===== src/btli_ram.sv =====
// btli_ram: generic single-port synchronous ram, registered read
// no dependencies
module btli_ram #(
    parameter int WIDTH = 8,
    parameter int DEPTH = 16
) (
    input  logic                     clk,
    input  logic                     we,
    input  logic [$clog2(DEPTH)-1:0] addr,
    input  logic [WIDTH-1:0]         wdata,
    output logic [WIDTH-1:0]         rdata
);

    logic [WIDTH-1:0] mem [DEPTH];

    always_ff @(posedge clk)
    begin
        if (we)
        begin
            mem[addr] <= wdata;
        end
        rdata <= mem[addr];
    end

endmodule


===== config.mk =====
export PLATFORM = sky130hd
export DESIGN_NAME = btli_ram
export DESIGN_NICKNAME = d
export VERILOG_FILES = /design/src/btli_ram.sv
export SDC_FILE = /design/constraint.sdc
export NUM_CORES = 1
export LEC_CHECK = 0
export BUFFER_PORTS_ARGS = -buffer_cell sky130_fd_sc_hd__buf_2
export CAP_MARGIN = 5
export CORE_ASPECT_RATIO = 0.7
export CORE_MARGIN = 2
export CORE_UTILIZATION = 45
export CTS_CLUSTER_DIAMETER = 30
export DETAILED_ROUTE_END_ITERATION = 8
export HOLD_SLACK_MARGIN = 0.08
export PLACE_DENSITY = 0.72
export SETUP_SLACK_MARGIN = 0.1
export SLEW_MARGIN = 20
export SYNTH_ARGS = -nofsm -noshare
export SYNTH_HDL_FRONTEND = slang
export SYNTH_SLANG_ARGS = --single-unit

===== constraint.sdc =====
create_clock -name clk -period 4.3 [get_ports clk]
set_clock_uncertainty 0.15 [all_clocks]
set_input_delay 0.86 -clock clk [delete_from_list [all_inputs] [get_ports clk]]
set_output_delay 0.86 -clock clk [all_outputs]
set_load 0.01 [all_outputs]

Word-level counts from Yosys, hierarchy flattened
Memory sizes are Yosys's and may differ from the RTL's. A register that Yosys moved wholly into a read port is not among the register bits.
Cells that the tools add are included.

word-level totals
  flip-flop bits (word level) = 0
  bits in writable memories = 128
  input bits = 14
  memories = 1

memory list
  memory  words  width  rd ports  clocked after memory_dff  write ports  line  source
  mem     16     8      1         1                         1            14    logic [WIDTH-1:0] mem [DEPTH];

cells by class
  muxes and demuxes = 2

operators with widths
  operator  count
  $mux 1    2

Longest topological paths before layout
Gate-level depths: netlist of the first run.

  depth in word-level cells = 2
  gate-level depth with buffers = 5
  gate-level depth less buffers = 3

Worst setup path after synthesis of the first run
Ideal clock, no wire load.

  path type = input -> register
  start point = input port addr[2]
  end point = memory mem[0][0] (enable)
  arrival = 1970 ps
  data required time = 3767 ps
  slack = 1797 ps
  stages = 2
  buffers on the path = 0
  cell sequence = or3b_2 nor3_1

RTL lines
  item                line  source
  start: declaration  9     input logic [$clog2(DEPTH)-1:0] addr,
  end: declaration    14

Straight into the memory's write port.

Final worst setup path of the first run
  start point = input port addr[0]
  end point = memory mem[3][2] (enable)

Straight into the memory's write port.

==> results.txt, run 1 <==
----------------------------------------------------
[Cells and area]
  Leading cell type in the layout, fill and taps excluded ... sky130_fd_sc_hd__edfxtp_1
  Final cell count without fillers ... 427
  Area delta synth->final ... 18.25%
  Share of final-layout standard cells stronger than drive strength 1 ... 32.85%
  Layout filler cell count ... 843
  Number of antenna diodes ... 0
  Number of nets in the layout ... 275
  Most frequent cells in the layout ... sky130_fd_sc_hd__edfxtp_1, sky130_fd_sc_hd__mux4_2, sky130_fd_sc_hd__buf_2, sky130_fd_sc_hd__clkbuf_16, sky130_fd_sc_hd__a22oi_1

[Floorplanning]
  # rows ... 32
  Die outline area ... 12140 um^2
  Starting density of the core ... 46.02%
  IO Pins ... 22
  Core region area ... 11010 um^2
  Die width ... 130.8 um
  Die height ... 92.79 um

[GRT]
  Total grt overflow ... 0
  Global-route wire length before repair ... 15.35 mm
  Number of antenna violations at the first check in global routing ... 0
  Vias in the first global route ... 2437
  Total Routing Usage GR ... 18.86%
  Pin count of the biggest net entering global routing ... 40

[Power and ir drop]
  Highest ir drop seen on vdd ... 0.2927 mV
  Switching Fraction ... 19.15%
  Proportion of power drawn by combinational gates ... 4.3%
  Register share of total power ... 46.1%
  Lkg Pwr ... 1.950 nW
  Switching power of the nets ... 0.6202 mW
  Fraction of power consumed by the clock network ... 49.6%
  Internal Dissipation ... 2.618 mW
  Power density of the placed cells ... 540.4 nW/um^2

[Logic synthesis]
  Cell accounting for the most synthesized area ... sky130_fd_sc_hd__edfxtp_1
  Warnings from Yosys ... 0
  Count of unique library cells instantiated by Yosys ... 18
  Largest cells by area after synthesis ... sky130_fd_sc_hd__edfxtp_1, sky130_fd_sc_hd__mux4_2, sky130_fd_sc_hd__dfxtp_1
  Post-synthesis register bit count ... 136
  Post-synthesis instance total ... 230
  Share of the synthesized area in the top cell type ... 75.85%
  Mapped cell area ... 5067 um^2
  Mean instance size in the synthesized netlist ... 22.03 um^2
  Sequential fraction of the synthesis area ... 79.01%
  Synthesized netlist net count ... 244

[Routing]
  Starting DRC count in detailed routing ... 286
  Detailed-routing iteration count for the pre-antenna-repair pass ... 5
  Routed via count divided by cell count ... 5.625
  Drc violations ... 0
  Via total after detailed routing ... 2402
  Routed wire length ... 10.24 mm
  Routed wire length per instance ... 23.99 um
  Antenna Violating Nets Remaining ... 0

[Worst setup path]
  Cells along the critical path ... buf_2 -> nand2_1 -> nor2_1
  Critical setup path kind ... input port to register
  CP arrival ... 2.58 ns
  Standard cell with the maximum stage delay on the critical path ... sky130_fd_sc_hd__buf_2
  CP Buf/Inv Count ... 1
  CP max stage delay ... 0.74 ns
  Cell class contributing the biggest share of worst-path delay ... simple AND/OR/NAND/NOR gates
  Startpoint type of the worst setup path ... input port
  Crit end category ... register
  CP Data Required Time ... 4.19 ns
  Max Fanout on Critical Path ... 31

[Timing]
  Setup total negative slack ... 0 ns
  Final clock period utilization by the worst path ... 62.75%
  Fin worst setup slack ... 1.602 ns
  Achievable frequency ... 0.3706 GHz
  Hold slack final ... 0.5339 ns
  Measured slew at the worst slew-check pin ... 0.9830 ns
  RSZ-0062 raised after global routing ... no
  Setup-failing EPs final ... 0
  Count of final max-slew check failures ... 0
  Fin. Hold Viols ... 0
  Minimum clock period after layout ... 2.698 ns
  Max-slew headroom ... 34.47%

[Clock tree]
  Sinks on Clock Net ... 136
  Number of buffers inserted by post-CTS setup repair ... 0
  CTS tree ... built
  Hold buffer count at CTS ... 0
  Maximum buffer depth of the clock tree ... 2
  H-tree levels ... 4
  Total CTS buffers ... 17
  Register clock-pin slew on the reported worst setup and hold paths ... 0.05 ns
  Resize count post-CTS ... 0
  CTS root buf ... sky130_fd_sc_hd__clkbuf_16
  Clock insertion delay at the later pin of the skew report ... 0.41 ns

[Placed design]
  HPWL after DPL ... 6.247 mm
  Routability congestion estimate ... 0.7298
  DP Cell Count ... 395
  Setup slack after placement ... 1.111 ns
  Port-buffer cells ... 21

[Run status]
  Status ... finished clean

[Flow run]
  Number of violations of the max-capacitance limit ... 0

[Worst hold path]
  Class of the tightest hold or removal check ... register to register

----------------------------------------------------
-- logic make-up (layout without fill, tap and decap cells) --
group	count (synthesis)	in the layout	share of synthesized area [%]
DFF	136	136	79.01
AOI/OAI and AO/OA	16	16	2.370
and+or+nand+nor	35	35	3.210
buffers and inverters	11	55	1.185
muxes	32	32	14.22
-- registers in the layout, indices dropped and copies added (netlist names) --
name   flops
mem      128
rdata      8
-- routing by layer --
layer  vias up  global-route usage, %  share of wire, %
li1       1026                      -                 -
met2       105                  27.43                48
met3        11                  6.701               8.4
met5         -                      0                 0
met1      1260                  26.46                43
met4         0                  6.915               1.2
-- through the flow --
| stage | total power [mW] | util [%] | instance area, um^2 |
|---|---|---|---|
| 6_report | 3.238 | 54.42 | 5992 |
| 3_5_place_dp | 1.659 | 48.35 | 5324 |
| 2_1_floorplan | 1.597 | - | 5067 |
| 3_3_place_gp | 1.653 | 48.31 | 5319 |
| 5_1_grt | 3.329 | 54.42 | 5992 |
| 4_1_cts | 3.259 | 54.33 | 5982 |
-- worst register-to-register path: stages (launching register included) --
cell                       delay [ns]
sky130_fd_sc_hd__edfxtp_1        0.38
sky130_fd_sc_hd__mux4_2          0.49
sky130_fd_sc_hd__a22oi_1         0.41
sky130_fd_sc_hd__nand2_1         0.10
-- final timing paths --
path	from	to	slack, ns	depth (start not counted)
hold / removal	mem[10][0]	rdata[0]	0.53	3
setup / recovery	addr[0]	mem[3][2]	1.60	3
hold reg to reg	mem[10][0]	rdata[0]	0.53	3
setup reg to reg	mem[0][2]	rdata[2]	2.64	3
-- power groups by stage --
stage | Combinational (mW) | Sequential [mW] | Clock, mW
2_1_floorplan | 0.0764 | 1.52 | 0
3_3_place_gp | 0.135 | 1.52 | 0
3_5_place_dp | 0.141 | 1.52 | 0
4_1_cts | 0.141 | 1.49 | 1.63
5_1_grt | 0.151 | 1.49 | 1.68
6_report | 0.139 | 1.49 | 1.61
-- synth_stat cells, drive strengths merged --
library cell and instances:
nor2b 2, mux4 32, edfxtp 128, clkbuf 3, nor3 4, buf 8
nand3b 2, a22oi 16, dfxtp 8, or3b 1, and2 1, nor2 13
nand2b 2, nand2 9, nand3 1
-- cell type report --
class / instances / area [um^2] / area share [%]
sequential: 136 / 4004 / 66.82
multi-input combinational: 83 / 1018 / 17.00
clock buffer: 18 / 429.2 / 7.162
clock inverter: 14 / 229.0 / 3.821
tap: 153 / 191.4 / 3.195
timing repair buffer: 23 / 120.1 / 2.005
No activity file was read; power rests on OpenSTA's default activity.
==> run 2, diff against run 1 <==
- ABC_AREA: unset -> 1
- PLACE_DENSITY: 0.72 -> 0.74
- clock period: 4.3 -> 2.4 ns (I/O delays scaled with it)
==> results.txt, run 2 <==
----------------------------------------------------
[Power and ir drop]
  Final Total Pwr ... 5.679 mW (+75%)
  Power density of the placed cells ... 857.5 nW/um^2 (+59%)
  Lkg Pwr ... 2.874 nW (+47%)
  Highest ir drop seen on vdd ... 0.5544 mV (+89%)

[GRT]
  Total Routing Usage GR ... 20.43% (+1.6 points)
  Pin count of the biggest net entering global routing ... 44 (+10%)
  Total grt overflow ... 0 (unchanged)
  Number of antenna violations at the first check in global routing ... 0 (unchanged)
  Vias in the first global route ... 3763 (+54%)
  Global-route wire length before repair ... 19.81 mm (+29%)

[Logic synthesis]
  Post-synthesis instance total ... 548 (+140%)
  Top_reg_cell synth ... sky130_fd_sc_hd__edfxtp_1
  Mapped cell area ... 5593 um^2 (+10%)
  Post-synth ARST share ... 0% (unchanged)
  Share of the synthesized area in the top cell type ... 68.72% (-7.1 points)
  Number of enable-type register cells in the synthesized netlist ... 128 (unchanged)
  Count of unique library cells instantiated by Yosys ... 11 (-7)
  Sequential fraction of the synthesis area ... 71.59% (-7.4 points)
  Cell accounting for the most synthesized area ... sky130_fd_sc_hd__edfxtp_1
  Warnings from Yosys ... 0 (unchanged)
  Post-synthesis register bit count ... 136 (unchanged)
  Mean instance size in the synthesized netlist ... 10.21 um^2 (-54%)
  Commonest cells in the synthesized netlist ... sky130_fd_sc_hd__nand2_1, sky130_fd_sc_hd__edfxtp_1, sky130_fd_sc_hd__inv_1, sky130_fd_sc_hd__nor2_1, sky130_fd_sc_hd__buf_2
  Most common cell in the netlist ... sky130_fd_sc_hd__nand2_1
  Synthesized netlist net count ... 562 (+130%)
  Largest cells by area after synthesis ... sky130_fd_sc_hd__edfxtp_1, sky130_fd_sc_hd__nand2_1, sky130_fd_sc_hd__dfxtp_1

[Placed design]
  DP Cell Count ... 739 (+87%)
  Post-place instance area ... 6015 um^2 (+13%)
  HPWL after DPL ... 7.905 mm (+27%)
  Routability congestion estimate ... 0.8991 (+23%)
  Port-buffer cells ... 21 (unchanged)

[Floorplanning]
  IO Pins ... 22 (unchanged)
  # rows ... 34 (+6.3%)
  Die height ... 97.28 um (+4.8%)
  Starting density of the core ... 45.49% (-0.53 points)
  Die width ... 137.3 um (+4.9%)
  Die outline area ... 13350 um^2 (+10%)
  Core region area ... 12290 um^2 (+12%)

[Worst setup path]
  Standard cell with the maximum stage delay on the critical path ... sky130_fd_sc_hd__buf_4
  Max Fanout on Critical Path ... 34 (+9.7%)
  Setup slack of the most critical reg-to-reg path ... 1.20 ns (-1.44 ns)
  Crit end category ... register
  CP max stage delay ... 0.34 ns (-0.40 ns)
  CP arrival ... 1.62 ns (-0.96 ns)
  Setup crit start ... addr[1]
  Startpoint type of the worst setup path ... input port
  Critical register-to-register path startpoint ... mem[1][0]
  CP Data Required Time ... 2.38 ns (-1.81 ns)
  Cells along the critical path ... buf_2 -> buf_4 -> nand3_1 -> nor2_1 -> buf_4
  Critical setup path kind ... input port to register
  Critical R2R Capture ... rdata[0]
  Worst r2r path cells ... 8 (+5)
  Worst path most repeated cell ... sky130_fd_sc_hd__buf_4

[Clock tree]
  Clock insertion delay at the later pin of the skew report ... 0.41 ns (about the same)
  Maximum buffer depth of the clock tree ... 2 (unchanged)
  Resize count post-CTS ... 0 (unchanged)
  Sinks on Clock Net ... 136 (unchanged)
  Register clock-pin slew on the reported worst setup and hold paths ... 0.06 ns (about the same)
  Hold buffer count at CTS ... 0 (unchanged)
  Number of buffers inserted by post-CTS setup repair ... 0 (unchanged)
  CTS root buf ... sky130_fd_sc_hd__clkbuf_16
  CTS tree ... built
  Total CTS buffers ... 17 (unchanged)
  H-tree levels ... 4 (unchanged)

[Timing]
  Minimum clock period after layout ... 1.648 ns
  Max-slew headroom ... 68.49% (+34 points)
  Setup-failing EPs final ... 0 (unchanged)
  Setup total negative slack ... 0 ns (unchanged)
  Measured slew at the worst slew-check pin ... 0.4697 ns (-0.5133 ns)
  Fin. Hold Viols ... 0 (unchanged)
  Achievable frequency ... 0.6068 GHz
  Hold slack final ... 0.3491 ns (-0.1849 ns)
  RSZ-0062 raised after global routing ... no
  Count of final max-slew check failures ... 0 (unchanged)
  Final clock period utilization by the worst path ... 68.67%

[Cells and area]
  Flip-flop count of the largest register, all copies and words added ... 128 (unchanged)
  Share of final-layout standard cells stronger than drive strength 1 ... 12.81% (-20 points)
  Layout filler cell count ... 1041 (+23%)
  Area of all sequential standard cells ... 4004 um^2 (unchanged)
  Area delta synth->final ... 18.41%
  Leading cell type in the layout, fill and taps excluded ... sky130_fd_sc_hd__nand2_1
  Number of nets in the layout ... 610 (+120%)
  Most frequent cells in the layout ... sky130_fd_sc_hd__nand2_1, sky130_fd_sc_hd__edfxtp_1, sky130_fd_sc_hd__buf_4, sky130_fd_sc_hd__inv_1, sky130_fd_sc_hd__buf_2
  Area of the multi-input gates ... 1386 um^2 (+36%)
  Register with the highest flop count ... mem
  Number of antenna diodes ... 0 (unchanged)
  Final non-filler cell area ... 6623 um^2 (+11%)
  Registers with the most flip-flops ... mem (128), rdata (8)
  Final cell count without fillers ... 771 (+81%)

[Worst hold path]
  Hold Path Depth ... 1 (-2)
  Hold endpoint ... mem[11][2]
  Class of the tightest hold or removal check ... input port to register
  Start point of the worst min-delay path ... wdata[2]

[Routing]
  Routed wire length ... 12.33 mm (+20%)
  Antenna Violating Nets Remaining ... 0 (unchanged)
  Routed via count divided by cell count ... 4.936 (-12%)
  Starting DRC count in detailed routing ... 372 (+30%)
  Via total after detailed routing ... 3806 (+58%)
  Drc violations ... 0 (unchanged)
  Detailed-routing iteration count for the pre-antenna-repair pass ... 5 (unchanged)
  Routed wire length per instance ... 15.99 um (-33%)

[Run status]
  Status ... finished clean

[Flow run]
  Number of violations of the max-capacitance limit ... 0 (unchanged)

----------------------------------------------------
## run 2: worst max path at each step
stage / endpoint / slack, ns / depth (start not counted)
CTS: mem[3][0] / 0.80 / 5
global route: mem[3][1] / 0.67 / 5
floorplan: mem[3][0] / 0.39 / 4
global placement: mem[3][3] / 0.34 / 5
finish: mem[3][0] / 0.75 / 5
detailed placement: mem[3][4] / 0.37 / 5
## run 2: routing by layer
metal | vias to the layer above | global-route usage (%) | part of all wire (%)
met4 | 0 | 7.534 | 1.4
met3 | 16 | 5.112 | 7.0
met2 | 140 | 28.74 | 43
met5 | - | 0 | 0
li1 | 1847 | - | -
met1 | 1803 | 30.62 | 48
## run 2: worst max-delay path: cells and delay by family
| kind | cells | cell delay [ns] |
|---|---|---|
| buf+inv | 3 | 0.61 |
| simple gates | 2 | 0.52 |
## run 2: cell type report
class                      instances  area share (%)
multi-input combinational        368           20.93
inverter                          23           1.304
sequential                       136           60.46
timing repair buffer              50           5.063
tap                              162           3.061
clock buffer                      23           6.915
clock inverter                     9           2.267
## run 2: metrics by stage
| step | util, % | worst slack (ns) |
|---|---|---|
| 4_1_cts | 53.87 | 0.7995 |
| 3_3_place_gp | 48.92 | 0.3431 |
| 6_report | 53.87 | 0.7520 |
| 3_5_place_dp | 48.92 | 0.3687 |
| 5_1_grt | 53.87 | 0.6749 |
| 2_1_floorplan | - | 0.3928 |
## run 2: report_power, final
part	switching (mW)	internal, mW
registers	0.0137	2.66
logic	0.235	0.0962
clock network	0.918	1.76
## run 2: cells by family after synthesis
| kind of cell | after synthesis | synth area share [%] |
|---|---|---|
| buffers and inverters | 44 | 3.624 |
| DFF | 136 | 71.59 |
| and+or+nand+nor | 368 | 24.79 |
==> run 3, diff against run 2 <==
- clock period: 2.4 -> 1.5 ns (I/O delays scaled with it)
==> results.txt, run 3 (synthesis gave the netlist of run 2 again) <==
----------------------------------------------------
[Run status]
  Status ... finished clean

[Cells and area]
  Registers with the most flip-flops ... mem (128), rdata (8)
  Final Util ... 55.04% (+1.2 points)
  Register with the highest flop count ... mem
  Share of final-layout standard cells stronger than drive strength 1 ... 15.86% (+3.1 points)
  Number of nets in the layout ... 600 (-1.6%)
  Leading cell type in the layout, fill and taps excluded ... sky130_fd_sc_hd__nand2_1
  Most frequent cells in the layout ... sky130_fd_sc_hd__nand2_1, sky130_fd_sc_hd__edfxtp_1, sky130_fd_sc_hd__buf_2, sky130_fd_sc_hd__inv_1, sky130_fd_sc_hd__clkbuf_16
  Area delta synth->final ... 20.98%
  Number of antenna diodes ... 0 (unchanged)
  Flip-flop count of the largest register, all copies and words added ... 128 (unchanged)

[GRT]
  Met1 capacity usage during global routing ... 28.18% (-2.4 points)
  Pin count of the biggest net entering global routing ... 27 (-39%)
  Vias in the first global route ... 3589 (-4.6%)
  Number of antenna violations at the first check in global routing ... 0 (unchanged)
  Layer carrying the most global-route usage ... met1
  Global-route wire length before repair ... 19.03 mm (-3.9%)
  Met2 Usage GRT ... 27.82% (-0.92 points)
  Total grt overflow ... 0 (unchanged)
  Met3 track utilization from global routing ... 7.512% (+2.4 points)
  Total Routing Usage GR ... 19.89% (-0.54 points)

[Placed design]
  Port-buffer cells ... 21 (unchanged)
  Setup slack after placement ... -0.1143 ns (-0.4831 ns)
  Routability congestion estimate ... 0.9378 (+4.3%)
  HPWL after DPL ... 8.048 mm (+1.8%)

[Worst setup path]
  Setup slack of the most critical reg-to-reg path ... 0.24 ns (-0.96 ns)
  CP Buf/Inv Count ... 1 (-2)
  Critical setup path kind ... register to primary output
  Cells along the critical path ... buf_2
  Startpoint type of the worst setup path ... register
  Crit end category ... primary output
  Cell class contributing the biggest share of worst-path delay ... flip-flops
  Critical register-to-register path startpoint ... mem[8][1]
  CP max stage delay ... 0.32 ns (-0.02 ns)
  CP Data Required Time ... 1.05 ns (-1.33 ns)
  Critical R2R Capture ... rdata[1]
  Worst r2r path cells ... 8 (unchanged)
  Standard cell with the maximum stage delay on the critical path ... sky130_fd_sc_hd__dfxtp_1
  CP arrival ... 0.86 ns (-0.76 ns)
  Max Fanout on Critical Path ... 1 (-97%)

[Timing]
  Setup-failing EPs final ... 0 (unchanged)
  Fin worst setup slack ... 0.1859 ns (-0.5661 ns)
  Minimum clock period after layout ... 1.314 ns
  Achievable frequency ... 0.7610 GHz
  Measured slew at the worst slew-check pin ... 0.4331 ns (-0.03662 ns)
  Final clock period utilization by the worst path ... 87.61%
  Fin. Hold Viols ... 0 (unchanged)
  Count of final max-slew check failures ... 0 (unchanged)
  RSZ-0062 raised after global routing ... no
  Hold slack final ... 0.1605 ns (-0.1886 ns)
  Max-slew headroom ... 71.13% (+2.6 points)

[Routing]
  Routed wire length ... 12.42 mm (+0.76%)
  Routed via count divided by cell count ... 4.972 (+0.73%)
  Antenna Violating Nets Remaining ... 0 (unchanged)
  Drc violations ... 0 (unchanged)
  Routed wire length per instance ... 16.32 um (+2.1%)
  Via total after detailed routing ... 3784 (-0.58%)
  Starting DRC count in detailed routing ... 389 (+4.6%)
  Detailed-routing iteration count for the pre-antenna-repair pass ... 4 (-1)

[Floorplanning]
  Die height ... 97.28 um (unchanged)
  IO Pins ... 22 (unchanged)
  Starting density of the core ... 45.49% (unchanged)
  # rows ... 34 (unchanged)
  Core region area ... 12290 um^2 (unchanged)
  Die outline area ... 13350 um^2 (unchanged)
  Die width ... 137.3 um (unchanged)

[Power and ir drop]
  Proportion of power drawn by combinational gates ... 6.7% (+0.9 points)
  Switching power of the nets ... 1.972 mW (+69%)
  Internal Dissipation ... 7.024 mW (+56%)
  Highest ir drop seen on vdd ... 0.9659 mV (+74%)
  Register share of total power ... 47.5% (+0.5 points)
  Power density of the placed cells ... 1330 nW/um^2 (+55%)
  Switching Fraction ... 21.93% (+1.4 points)
  Lkg Pwr ... 2.847 nW (-0.96%)
  Fraction of power consumed by the clock network ... 45.8% (-1.3 points)

[Clock tree]
  Resize count post-CTS ... 0 (unchanged)
  Sinks on Clock Net ... 136 (unchanged)
  CTS tree ... built
  Hold buffer count at CTS ... 0 (unchanged)
  Number of buffers inserted by post-CTS setup repair ... 0 (unchanged)
  Total CTS buffers ... 17 (unchanged)
  Clock insertion delay at the later pin of the skew report ... 0.42 ns (about the same)
  CTS root buf ... sky130_fd_sc_hd__clkbuf_16
  Maximum buffer depth of the clock tree ... 2 (unchanged)
  H-tree levels ... 4 (unchanged)
  Register clock-pin slew on the reported worst setup and hold paths ... 0.06 ns (about the same)

[Flow run]
  Number of violations of the max-capacitance limit ... 0 (unchanged)

[Worst hold path]
  Hold endpoint ... mem[2][5]
  Class of the tightest hold or removal check ... input port to register
  Hold Path Depth ... 1 (unchanged)
  Start point of the worst min-delay path ... wdata[5]

----------------------------------------------------
[run 3: changes by cell type in the layout (fill, tap and decap cells not counted), sizes merged]
| cell | delta |
|---|---|
| bufinv | -1 |
| clkinvlp | -2 |
| buf | -10 |
| clkinv | +8 |
| clkbuf | -5 |
[run 3: routing by layer]
metal,vias to the layer above,part of all wire [%]
met5,-,0
met4,0,1.1
met3,18,10
met2,166,43
met1,1764,45
li1,1836,-
[run 3: cell type report]
cell class                 instances  area, um^2
sequential                       136        4004
clock buffer                      18       429.2
multi-input combinational        368        1562
fill                            1030        5528
tap                              162       202.7
inverter                          23       101.3
clock inverter                    14       157.7
timing repair buffer              40       310.3
[run 3: how the worst max path moves through the flow]
| stage | cells after the start | end | startpoint |
|---|---|---|---|
| floorplan | 5 | mem[13][0] | addr[1] |
| global placement | 9 | rdata[1] | addr[1] |
| detailed placement | 4 | mem[10][1] | addr[0] |
| CTS | 1 | rdata[0] | rdata[0] |
| global route | 1 | rdata[1] | rdata[1] |
| finish | 1 | rdata[0] | rdata[0] |
[run 3: stage by stage]
| stage | cell area, um^2 | std cells | power (mW) | setup TNS (ns) |
|---|---|---|---|---|
| after CTS | 6766 | 761 | 9.039 | 0 |
| final | 6766 | 761 | 8.996 | 0 |
| after global placement | 6180 | 729 | 4.932 | -8.211 |
| after global routing | 6766 | 761 | 9.266 | 0 |
| after floorplan | 5832 | 548 | 4.708 | 0 |
| after detailed placement | 6180 | 729 | 4.943 | -10.73 |
[run 3: power by group through the flow]
stage                     logic, mW  clock network [mW]  registers (mW)
after floorplan               0.347                   0            4.36
after global placement        0.583                   0            4.35
after detailed placement      0.593                   0            4.35
after CTS                     0.600                4.17            4.27
after global routing          0.661                4.33            4.28
final                         0.600                4.12            4.27
