## src/btli_pkg.sv

```systemverilog
// btli_pkg: shared types and codes for the breakpoint table interpolator
// no dependencies
package btli_pkg;

    localparam logic [1:0] OP_APPEND = 2'd0;
    localparam logic [1:0] OP_QUERY  = 2'd1;
    localparam logic [1:0] OP_CLEAR  = 2'd2;
    localparam logic [1:0] OP_NONE   = 2'd3;

    localparam logic [1:0] ST_INTERP = 2'd0;
    localparam logic [1:0] ST_FIRST  = 2'd1;
    localparam logic [1:0] ST_LAST   = 2'd2;
    localparam logic [1:0] ST_EMPTY  = 2'd3;

    localparam int TIME_W = 32;
    localparam int VAL_W  = 16;
    localparam int FRAC_W = 16;
    localparam int ROW_W  = TIME_W + 3 * VAL_W;

    typedef struct packed {
        logic [TIME_W-1:0] tm;
        logic [VAL_W-1:0]  steer;
        logic [VAL_W-1:0]  throttle;
        logic [VAL_W-1:0]  brake;
    } row_t;

endpackage

```

## src/btli_div.sv

```systemverilog
// btli_div: restoring divider for the q0.16 fraction, one quotient bit a cycle
// depends on btli_pkg
module btli_div (
    input  logic                              clk,
    input  logic                              rst_n,
    input  logic                              start,
    input  logic [btli_pkg::TIME_W-1:0]       num,
    input  logic [btli_pkg::TIME_W-1:0]       den,
    output logic                              done,
    output logic [btli_pkg::FRAC_W-1:0]       quot
);

    localparam int CW = $clog2(btli_pkg::FRAC_W + 1);

    logic [btli_pkg::TIME_W:0]         rem_reg, rem_next;
    logic [btli_pkg::TIME_W-1:0]       den_reg;
    logic [btli_pkg::FRAC_W-1:0]       q_reg;
    logic [CW-1:0]                     cnt_reg;
    logic                              run_reg;
    logic                              done_reg;
    logic [btli_pkg::TIME_W+1:0]       trial;

    // num < den, so the shifted remainder fits in TIME_W+1 bits
    always_comb
    begin
        trial = {rem_reg, 1'b0} - {2'b00, den_reg};
        rem_next = trial[btli_pkg::TIME_W+1] ? {rem_reg[btli_pkg::TIME_W-1:0], 1'b0}
                                             : trial[btli_pkg::TIME_W:0];
    end

    always_ff @(posedge clk or negedge rst_n)
    begin
        if (!rst_n)
        begin
            run_reg  <= 1'b0;
            cnt_reg  <= '0;
            done_reg <= 1'b0;
        end
        else
        begin
            done_reg <= 1'b0;
            if (start)
            begin
                run_reg <= 1'b1;
                cnt_reg <= '0;
                rem_reg <= {1'b0, num};
                den_reg <= den;
            end
            else if (run_reg)
            begin
                rem_reg <= rem_next;
                q_reg   <= {q_reg[btli_pkg::FRAC_W-2:0], ~trial[btli_pkg::TIME_W+1]};
                cnt_reg <= cnt_reg + 1'b1;
                if (cnt_reg == CW'(btli_pkg::FRAC_W - 1))
                begin
                    run_reg  <= 1'b0;
                    done_reg <= 1'b1;
                end
            end
        end
    end

    assign done = done_reg;
    assign quot = q_reg;

endmodule
```

## config.mk

```make
export PLATFORM = sky130hd
export DESIGN_NAME = btli_div
export DESIGN_NICKNAME = d
export VERILOG_FILES = /design/src/btli_pkg.sv /design/src/btli_div.sv
export SDC_FILE = /design/constraint.sdc
export NUM_CORES = 1
export LEC_CHECK = 0
export ABC_CLOCK_PERIOD_IN_PS = 3830
export BUFFER_PORTS_ARGS = -buffer_cell sky130_fd_sc_hd__buf_2
export CORE_MARGIN = 1
export CORE_UTILIZATION = 37
export CTS_BUF_LIST = sky130_fd_sc_hd__clkbuf_8
export DETAILED_ROUTE_END_ITERATION = 12
export PLACE_DENSITY = 0.55
export SETUP_SLACK_MARGIN = 0.15
export SYNTH_ARGS = -nofsm -noshare
export SYNTH_HDL_FRONTEND = slang
export SYNTH_SLANG_ARGS = --single-unit
```

## constraint.sdc

```tcl
create_clock -name clk -period 3.83 [get_ports clk]
set_input_delay 0.383 -clock clk [delete_from_list [all_inputs] [get_ports clk]]
set_output_delay 0.383 -clock clk [all_outputs]
set_load 0.02 [all_outputs]
```

Word level (Yosys, flattened, before mapping)
Index checks and enable logic that the tools add are counted.
Widths: inputs -> output; s select.
Cells by class
  $add $sub $neg: 2
  equality and inequality tests: 1
  mux-type cells: 11
  reductions and logical operators: 4
  bitwise logic cells: 2
Operators by type and width (count)
  $mux 33: 2
  $sub 34x32->34: 1
  $mux 32: 1
  $mux 5: 2
  $mux 1: 6
  $add 5x1->5 const B: 1
  $eq 5x4->1 const B: 1
  $reduce_and 2->1: 2
  $reduce_and 3->1: 1
  $not 1->1: 2
  $reduce_bool 2->1: 1
Storage, ports and cells
  input port bits: 67
  register bits: 88
  output and inout bits: 17
  logic and storage cells: 27

Depth between registers and ports, before layout
Gate-level depths: netlist (run 1).
  depth after elaboration: 4
  depth in mapped cells: 14
  mapped depth without buffers: 11

Worst setup path before layout (run 1)
No wires, ideal clock.
  path kind: register to register
  from: reg rem_reg[17] (netlist bit)
  to: reg rem_reg[0] (netlist bit), data pin
  setup slack: 1.163 ns
  data required time: 3.573 ns
  stages on the path, launching flop included: 13
  setup time: 0.257 ns
  arrival time: 2.410 ns
  period minus slack after synthesis: 2.667 ns
  buffers on the path: 3
  path through: edfxtp_1 -> ha_1 -> buf_6 -> a21o_1 -> a31oi_4 -> o311a_1 -> a21oi_1 -> a211oi_2 -> xor2_1 -> buf_6 -> inv_6 -> buf_8 -> a32o_1
On the way
  word-level cells in the longest chain between the ends: 4
RTL lines
  from (decl): RTL line btli_div.sv:15  | logic [btli_pkg::TIME_W:0] rem_reg, rem_next;
  from (signal assigned): RTL line btli_div.sv:46  | rem_reg <= {1'b0, num};
  from (signal assigned): RTL line btli_div.sv:51  | rem_reg <= rem_next;
  $sub 34x32->34: RTL line btli_div.sv:26  | trial = {rem_reg, 1'b0} - {2'b00, den_reg};
  $mux 33: RTL line btli_div.sv:27  | rem_next = trial[btli_pkg::TIME_W+1] ? {rem_reg[btli_pkg::TIME_W-1:0], 1'b0}
  $mux 33: RTL line btli_div.sv:49  | else if (run_reg)
  $mux 32: RTL line btli_div.sv:42  | if (start)
Every way passes these cells. The select of a mux whose other input is x is not followed.
A chain may end at the register's enable or synchronous reset.

Worst setup path in the final report (run 1)
  from: reg rem_reg[19] (netlist bit)
  to: reg rem_reg[28] (netlist bit), data pin
The elaborated chain is that of the path after synthesis.

==> summary.txt, run 1 <==
PortBufs -> 83
Initial antenna violation count -> 0
CP Launch Type -> flop
First-pass GRT wire length -> 22460 um
Reg clk slew, reported paths -> 0.10 ns
Pwr dens -> 513.4 nW/um^2
Final cell count without fillers -> 823
Detail Route Antenna Nets -> 0
Share of layout cells above drive strength 1 -> 18.78%
H-tree Lvls -> 3
N_diodes -> 0
Max cap viols -> 0
Chip height -> 125.6 um
Failing checks -> DRC
Setup Fix Bufs, Post-CTS -> 0
Worst path arrival time -> 3.24 ns
Tightest Pin Transition -> 0.8419 ns
Simple-Gate Fraction of Synth Area -> 15.18%
Clock Latency Late Sink -> 0.39 ns
First-pass iteration count of the detailed router -> 8
Routed WL -> 13840 um
DP Area -> 6226 sq um
Highest Clock Rate -> 322.5 MHz
Setup_tns -> 0 ns
Ys flop type -> edfxtp_1
Hold_buf cts -> 1
Sequential area share after synthesis -> 46.11%
Nets -> 735
Total Power -> 3.301 mW
Critical Path RT -> 3.97 ns
Final period util -> 80.97%
Fillers -> 1430
Cell variety after synth -> 64
Gr ovfl total -> 0
DIE AREA -> 15780 sq um
Post-Synthesis Cell Area -> 5655 sq um
Core Box Area -> 14700 sq um
Top-area cell type share of the netlist area -> 43.01%
Max reg flops -> 33
Worst Hold Class -> in2reg
First DRT Iteration DRCs -> 295
Avg Cell Area, Syn -> 10.10 sq um
Largest net degree at the start of global routing -> 33
Initial core utilization -> 38.47%
Fin. max-slew vios -> 0
Cts repair resizes -> 0
P_leak -> 2.682 nW
Net Count, Synth -> 661
Synth Area in XOR/XNOR -> 4.027%
Largest cells by area after synthesis -> edfxtp_1 (43%), ha_1 (7.3%), nand2_1 (3.7%)
Post-synth EDFFs -> 81
# IOs -> 84
Crit-path max FO -> 11
Remaining DRCs -> 5
Synth async-reset ratio -> 7.955%
Cells after DPL -> 806
Vias/cell -> 5.542
Largest family of logic cells by synthesized area -> compound AO/OA/AOI/OAI gates
VDD IR max -> 0.2640 mV
Detailed placement HPWL -> 10340 um
Synth area leader -> edfxtp_1
Adder-Cell Fraction of Synth Area -> 7.655%
Final setup violation count -> 0
Tmin final -> 3.101 ns
Final Cell Area -> 6430 sq um
Die Width -> 125.6 um
CTS tree -> built
Clk sinks -> 88
CTS Buffer Depth -> 2
Layout area overhead -> 13.69%
Number of global-route vias before repair -> 4395
Synth warn -> 0
FF+latch count, synth -> 88
Compound-cell area share of the yosys netlist -> 19.93%
Num CTS Buffers -> 9
Status -> finished with violations
Synth cell count leaders -> edfxtp_1 (81), nand2_1 (56), inv_1 (41)
Clk_skew -> 0.01033 ns
Post-DR wirelength/cell -> 16.82 um
Final Hold Violating Endpoints -> 0
Most frequent cell after synthesis -> edfxtp_1
Endpoint type of the worst setup path -> flop
Tot GR Track Use -> 18.26%
Clock root buffer -> clkbuf_8
WS Path Type -> reg2reg
RePlAce Congestion -> 0.9040
RSZ-0062 raised after global routing -> no
Rel. slew slack -> 43.88%
Post-synthesis mux area share -> 1.239%
Cells after Synth -> 560
Site Rows -> 44
Via Count -> 4561
-- cell type report --
class | count | area [sq um] | area share, %
tap | 184 | 230.2 | 3.580
clock buffer | 9 | 123.9 | 1.926
inverter | 42 | 162.7 | 2.530
timing repair buffer | 92 | 498.0 | 7.745
sequential | 88 | 2608 | 40.55
clock inverter | 7 | 70.07 | 1.090
multi-input combinational | 401 | 2738 | 42.58
-- critical path: stages (launching register included) --
cell and delay [ns]:
edfxtp_1 0.41, ha_1 0.45, a21o_1 0.27, a31oi_4 0.21, o311a_1 0.17, a21oi_1 0.07, a211oi_2 0.37, xor2_4 0.22
buf_4 0.23, and4b_1 0.21, a221o_1 0.25
-- placed cells by master (no fill, tap or decap), drive strengths merged, types with 10 or more instances in the layout --
master and n:
buf 91, edfxtp 81, nand2 57, inv 48
a21oi 40, ha 33, nor2 31, nand3 27
o21ai 23, a21o 19, xor2 17, o311ai 17
nand2b 11, nand4 10
-- report_power, final --
group          switching [mW]  leakage, nW  internal, mW  total (mW)
clock network           0.403       0.0981         0.258       0.661
registers              0.0610        0.869          1.20        1.26
logic                   0.835         1.71         0.540        1.38
total                    1.30         2.68          2.00        3.30
-- path summary, 6_finish.rpt --
kind	from	to	slack [ns]	cells after the start
setup reg to reg	rem_reg[19]	rem_reg[28]	0.73	10
max in group asynchronous	rst_n	done	3.24	2
hold reg to reg	quot[4]	quot[5]	0.46	0
min in group asynchronous	rst_n	cnt_reg[1]	0.39	2
setup / recovery	rem_reg[19]	rem_reg[28]	0.73	10
hold / removal	den[0]	den_reg[0]	0.16	1
-- logic make-up (layout without fill, tap and decap cells) --
family                     Yosys count  count (layout)
AOI/OAI and AO/OA                  160             160
xor gates and xnor gates            26              26
buffers and inverters               71             150
and+or+nand+nor                    174             174
adders and majority gates           34              34
DFF                                 88              88
muxes                                7               7
-- per-layer routing --
metal  global-route usage (%)  wire (um)  up-vias
met1                    25.11       6824     2182
li1                         -          -     2239
met2                    28.46       6151      123
met4                    6.169        202        0
met5                        0          0        -
met3                    3.993        664       17
-- metrics by stage --
step / util, % / setup slack [ns] / hold slack [ns]
2_1_floorplan: - / 1.163 / 0.08741
3_3_place_gp: 42.36 / 0.8081 / 0.2536
3_5_place_dp: 42.36 / 0.7469 / 0.2548
4_1_cts: 43.74 / 0.7053 / 0.1314
5_1_grt: 43.74 / 0.5639 / 0.1333
6_report: 43.74 / 0.7289 / 0.1575
No activity file was read; power rests on OpenSTA's default activity.
==> inputs of run 2 (changes only) <==
- ABC_AREA: unset -> 1
- ABC_CLOCK_PERIOD_IN_PS: 3830 -> 2900
- PLACE_DENSITY: 0.55 -> 0.54
- clock period: 3.83 -> 2.9 ns (I/O delays scaled with it)
==> summary.txt, run 2 <==
Clock Latency Late Sink -> 0.40 ns (about the same)
Multi-input logic area -> 3035 sq um (+11%)
Critical Path RT -> 3.07 ns (-0.90 ns)
Hold_ws -> 0.05422 ns (-0.1033 ns)
Max cap viols -> 0 (unchanged)
Rel. slew slack -> 69.04% (+25 points)
FF+latch count, synth -> 88 (unchanged)
Synth warn -> 0 (unchanged)
Routed WL -> 16190 um (+17%)
Reg-to-reg slack, setup -> 0.31 ns (-0.42 ns)
Most frequent cell after synthesis -> nand2_1
Chip height -> 132.5 um (+5.5%)
R2r worst-path depth -> 13 (+3)
Synth cell count leaders -> nand2_1 (277), inv_1 (156), edfxtp_1 (81), nand3_1 (81), nor2_1 (51)
P_leak -> 3.702 nW (+38%)
CP Launch Type -> flop
Worst setup path start -> rem_reg[3]
Top-area cell type share of the netlist area -> 38.60% (-4.4 points)
Status -> completed
Final Cell Area -> 7219 sq um (+12%)
Reg clk slew, reported paths -> 0.11 ns (about the same)
Gr ovfl total -> 0 (unchanged)
Synth Area in XOR/XNOR -> 2.224% (-1.8 points)
Number of global-route vias before repair -> 5256 (+20%)
Avg Cell Area, Syn -> 7.555 sq um (-25%)
Tot GR Track Use -> 18.94% (+0.68 points)
Die Width -> 132.5 um (+5.5%)
Compound-cell area share of the yosys netlist -> 4.091% (-16 points)
Tightest Pin Transition -> 0.4644 ns (-0.3775 ns)
Cell variety after synth -> 37 (-42%)
Final period util -> 89.31% (+8.3 points)
Remaining DRCs -> 0 (-5)
Clk_skew -> 0.01715 ns (+0.006822 ns)
Share of layout cells above drive strength 1 -> 17.36% (-1.4 points)
Nets -> 1029 (+40%)
Largest family of logic cells by synthesized area -> simple AND/OR/NAND/NOR gates
Endpoint type of the worst setup path -> flop
Post-DR wirelength/cell -> 14.04 um (-17%)
First DRT Iteration DRCs -> 314 (+6.4%)
Final setup violation count -> 0 (unchanged)
Net Count, Synth -> 935 (+41%)
Post-synthesis mux area share -> 0% (-1.2 points)
Cells after DPL -> 1133 (+41%)
Synth async-reset ratio -> 7.955% (unchanged)
N_diodes -> 0 (unchanged)
Site Rows -> 47 (+6.8%)
Worst reg2reg path endpoint -> rem_reg[3]
Core Box Area -> 16580 sq um (+13%)
RSZ-0062 raised after global routing -> yes
CTS Buffer Depth -> 2 (unchanged)
Layout area overhead -> 14.57%
Tmin final -> 2.590 ns (-0.5111 ns)
Clock root buffer -> clkbuf_8
# IOs -> 84 (unchanged)
Initial core utilization -> 38.00% (-0.48 points)
Vias/cell -> 4.624 (-17%)
Worst path arrival time -> 2.76 ns (-0.48 ns)
Post-Synthesis Cell Area -> 6301 sq um (+11%)
Initial antenna violation count -> 0 (unchanged)
First-pass GRT wire length -> 26000 um (+16%)
CTS tree -> built
Detail Route Antenna Nets -> 0 (unchanged)
Most frequent cells in the layout -> nand2_1 (277), inv_1 (156), buf_2 (83), nand3_1 (81), edfxtp_1 (81)
Simple-Gate Fraction of Synth Area -> 34.37% (+19 points)
Via Count -> 5331 (+17%)
Pwr dens -> 545.1 nW/um^2 (+6.2%)
DP Area -> 6964 sq um (+12%)
Synth area leader -> edfxtp_1
Crit-path max FO -> 7 (-4)
Fillers -> 1775 (+24%)
R2R Path Start -> rem_reg[3]
Fin. max-slew vios -> 0 (unchanged)
Clk sinks -> 88 (unchanged)
Largest net degree at the start of global routing -> 34 (+3.0%)
Ys flop type -> edfxtp_1
Adder-Cell Fraction of Synth Area -> 6.871% (-0.78 points)
Highest Clock Rate -> 386.1 MHz (+20%)
Post-synth EDFFs -> 81 (unchanged)
WS Path Type -> reg2reg
PortBufs -> 83 (unchanged)
Worst Hold Class -> in2reg
First-pass iteration count of the detailed router -> 5 (-3)
H-tree Lvls -> 3 (unchanged)
Num CTS Buffers -> 9 (unchanged)
Commonest non-fill, non-tap cell in the layout -> nand2_1
Largest cells by area after synthesis -> edfxtp_1 (39%), nand2_1 (17%), inv_1 (9.3%)
Final cell count without fillers -> 1153 (+40%)
DIE AREA -> 17560 sq um (+11%)
Final Hold Violating Endpoints -> 0 (unchanged)
Setup_tns -> 0 ns (unchanged)
Detailed placement HPWL -> 12140 um (+17%)
VDD IR max -> 0.2549 mV (-3.5%)
RePlAce Congestion -> 0.9258 (+2.4%)
Cells after Synth -> 834 (+49%)
Worst Setup EP -> rem_reg[3]
Register area -> 2608 sq um (unchanged)
Max reg flops -> 33 (unchanged)
Sequential area share after synthesis -> 41.38% (-4.7 points)
==> run 2: critical path, stage by stage, from the launching register on <==
cell and delay, ns:
edfxtp_1 0.43, ha_1 0.39, a21oi_1 0.28, nand2_1 0.09, nand2_1 0.08, nand3_2 0.14, nand2_2 0.12, nand2_4 0.06
nand2_4 0.09, nand3_4 0.21, nand2_4 0.26, nand2_1 0.07, nand3_1 0.08, nand2_1 0.05
==> run 2: final cells by class <==
type                            count  area share (%)
Clock buffer                        9           1.716
Clock inverter                      7          0.9359
Inverter                          159           8.267
Multi-Input combinational cell    576           42.05
Sequential cell                    88           36.12
Tap cell                          220           3.813
Timing Repair Buffer               94           7.106
==> run 2: metrics by stage <==
stage                     util, %  power, mW  worst slack [ns]
after floorplan                 -      2.701            0.6587
after global placement      41.99      3.034            0.3032
after detailed placement    41.99      3.034            0.2928
after CTS                   43.21      3.932            0.2847
after global routing        43.53      4.219            0.1420
final                       43.53      3.936            0.3100
==> run 2: logic make-up after synthesis <==
group / Yosys count
and+or+nand+nor: 479
buffers and inverters: 172
DFF: 88
AOI/OAI and AO/OA: 45
adders and majority gates: 34
xor gates and xnor gates: 16
==> run 2: worst min-delay path by stage <==
stage                     cells after the start     endpoint  slack [ns]     from
after floorplan                               0   cnt_reg[0]      -0.006    rst_n
after CTS                                     1   den_reg[1]        0.03   den[1]
after detailed placement                      1   cnt_reg[1]        0.16    rst_n
after global routing                          1   den_reg[5]        0.04   den[5]
after global placement                        1   cnt_reg[1]        0.16    rst_n
final                                         1  den_reg[25]        0.05  den[25]
==> run 2: what timing repair did <==
| item | in CTS | in global routing |
|---|---|---|
| hold endpoints to repair | 7 | 0 |
| setup buffers | 0 | 1 |
| resized for setup | 0 | 5 |
| setup endpoints to repair | 0 | 27 |
| hold buffers | 1 | 0 |
==> run 2: power by group <==
| group | switching [mW] | internal, mW | total, mW | leakage (nW) |
|---|---|---|---|---|
| clock network | 0.544 | 0.339 | 0.882 | 0.0966 |
| registers | 0.0541 | 1.52 | 1.57 | 0.867 |
| logic | 0.951 | 0.528 | 1.48 | 2.74 |
| total | 1.55 | 2.39 | 3.94 | 3.70 |
==> run 2: routing by layer <==
layer / routed length, um / vias up / part of all wire (%) / global-route usage [%]
met2: 7239 / 101 / 45 / 30.26
met4: 262 / 0 / 1.6 / 6.066
met5: 0 / - / 0 / 0
met1: 8056 / 2392 / 50 / 26.04
li1: - / 2825 / - / -
met3: 627 / 13 / 3.9 / 3.218
==> inputs of run 3 (changes only) <==
- ABC_CLOCK_PERIOD_IN_PS: 2900 -> 3000
- BUFFER_PORTS_ARGS: -buffer_cell sky130_fd_sc_hd__buf_2 -> unset
- DONT_BUFFER_PORTS: unset -> 1
- PLACE_DENSITY: 0.54 -> 0.5
- clock period: 2.9 -> 3 ns (I/O delays scaled with it)
==> summary.txt, run 3 (synthesis gave the netlist of run 2 again) <==
Seq pwr share -> 40.7% (+0.7 points)
R2R Path Start -> rem_reg[23]
Initial antenna violation count -> 0 (unchanged)
CTS tree -> built
# IOs -> 84 (unchanged)
Clock Latency Late Sink -> 0.40 ns (about the same)
Gr ovfl total -> 0 (unchanged)
Site Rows -> 47 (unchanged)
Setup_tns -> 0 ns (unchanged)
Rel. slew slack -> 47.61% (-21 points)
Final Hold Violating Endpoints -> 0 (unchanged)
Final setup violation count -> 0 (unchanged)
Worst path arrival time -> 2.84 ns (+0.08 ns)
P_leak -> 3.488 nW (-5.8%)
Reg clk slew, reported paths -> 0.11 ns (about the same)
CTS Buffer Depth -> 2 (unchanged)
Post-DR wirelength/cell -> 15.31 um (+9.0%)
Max cap viols -> 0 (unchanged)
Highest Clock Rate -> 373.0 MHz (-3.4%)
RSZ-0062 raised after global routing -> yes
First DRT Iteration DRCs -> 274 (-13%)
Core Util, Final -> 42.67% (-0.86 points)
Commonest non-fill, non-tap cell in the layout -> nand2_1
Chip height -> 132.5 um (unchanged)
Share of layout cells above drive strength 1 -> 8.314% (-9.0 points)
First-pass iteration count of the detailed router -> 5 (unchanged)
Total Power -> 3.775 mW (-4.1%)
Crit-path max FO -> 28 (+21)
Most frequent cells in the layout -> nand2_1 (277), inv_1 (156), nand3_1 (81), edfxtp_1 (81), nor2_1 (49)
Tightest Pin Transition -> 0.7850 ns (+0.3207 ns)
Fillers -> 1753 (-1.2%)
Remaining DRCs -> 0 (unchanged)
Detail Route Antenna Nets -> 0 (unchanged)
CP Launch Type -> flop
DIE AREA -> 17560 sq um (unchanged)
Fin. max-slew vios -> 0 (unchanged)
Tot GR Track Use -> 19.80% (+0.86 points)
Max reg flops -> 33 (unchanged)
Net Sw Frac -> 39.32% (about the same)
Core Box Area -> 16580 sq um (unchanged)
H-tree Lvls -> 3 (unchanged)
Layout area overhead -> 12.31%
Status -> completed
Combinational share of power -> 36.4% (-1.2 points)
Routed WL -> 16810 um (+3.8%)
Setup Fix Bufs, Post-CTS -> 0 (unchanged)
First-pass GRT wire length -> 26770 um (+2.9%)
Tmin final -> 2.681 ns (+0.09098 ns)
RePlAce Congestion -> 0.8765 (-5.3%)
Sw power -> 1.484 mW (-4.2%)
Worst Hold Path Cells -> 2 (+1)
Worst setup path start -> rem_reg[23]
Num CTS Buffers -> 9 (unchanged)
Pint -> 2.290 mW (-4.0%)
R2r worst-path depth -> 11 (-2)
Initial core utilization -> 38.00% (unchanged)
Number of global-route vias before repair -> 5151 (-2.0%)
Clock root buffer -> clkbuf_8
Endpoint type of the worst setup path -> flop
Min-Delay Startpoint -> start
VDD IR max -> 0.2406 mV (-5.6%)
Clk_skew -> 0.01817 ns (+0.001021 ns)
Clock power frac -> 22.9% (+0.5 points)
PortBufs -> 0 (-100%)
Worst Hold Class -> in2reg
Clk sinks -> 88 (unchanged)
Nets -> 974 (-5.3%)
Vias/cell -> 4.742 (+2.6%)
WS Path Type -> reg2reg
Detailed placement HPWL -> 12810 um (+5.5%)
Largest net degree at the start of global routing -> 38 (+12%)
Via Count -> 5207 (-2.3%)
Die Width -> 132.5 um (unchanged)
Final period util -> 89.36% (about the same)
Pwr dens -> 533.4 nW/um^2 (-2.2%)
N_diodes -> 0 (unchanged)
Critical Path RT -> 3.16 ns (+0.09 ns)
run 3: changes by cell type in the layout (fill, tap and decap cells not counted), sizes merged:
cell,previous run,this run
buf,93,7
clkinvlp,1,0
dlygate4sd3,1,34
inv,165,166
nand2,307,305
run 3: power by group through the flow:
| stage | Clock (mW) | Sequential (mW) | Combinational [mW] |
|---|---|---|---|
| global placement | 0 | 1.56 | 1.35 |
| finish | 0.864 | 1.53 | 1.38 |
| detailed placement | 0 | 1.56 | 1.35 |
| floorplan | 0 | 1.55 | 1.07 |
| CTS | 0.888 | 1.54 | 1.39 |
| global route | 0.929 | 1.55 | 1.56 |
run 3: path summary, 6_finish.rpt:
path / slack [ns] / endpoint
setup / recovery: 0.32 / rem_reg[10]
hold / removal: 0.02 / run_reg
setup reg to reg: 0.32 / rem_reg[10]
hold reg to reg: 0.56 / cnt_reg[4]
max in group asynchronous: 2.49 / run_reg
min in group asynchronous: 0.24 / cnt_reg[3]
run 3: per-stage QoR:
step	worst slack [ns]	std cells	hold WS (ns)	area, sq um
after floorplan	0.7587	834	0.004409	6301
after global placement	0.3210	1048	0.004728	6546
after detailed placement	0.3180	1048	0.004702	6546
after CTS	0.2975	1098	0.008974	7077
after global routing	0.1210	1098	0.02070	7077
final	0.3191	1098	0.02283	7077
run 3: routing by layer:
layer / track usage, % / part of all wire, % / vias to the layer above
met1: 26.59 / 49 / 2398
met4: 4.917 / 1.4 / 0
met2: 32.46 / 46 / 85
met5: 0 / 0 / -
li1: - / - / 2707
met3: 4.138 / 3.3 / 17
run 3: area by class of cell:
type,count,area [sq um],area share (%)
multi-input cells,574,3002,42.42
flip-flops and latches,88,2608,36.85
inverters,159,596.8,8.434
repair buffers,41,405.4,5.728
well taps,220,275.3,3.890
clock buffers,9,123.9,1.750
clock inverters,7,66.31,0.9371
run 3: what timing repair did:
item | in CTS | in global routing
hold buffers | 34 | 0
endpoints found under the hold margin | 43 | 0
gates resized for setup | 0 | 0
endpoints found under the setup margin | 0 | 7
run 3: worst max-delay path: stages, from the launching register on:
cell and delay [ns]:
edfxtp_1 0.41, ha_1 0.38, a21oi_1 0.33, nand2_1 0.15, a21oi_2 0.14, nor2_1 0.08, nor2_4 0.16, nand3_4 0.23
nand2_8 0.31, nand2_1 0.08, nand3_1 0.08, nand2_1 0.06
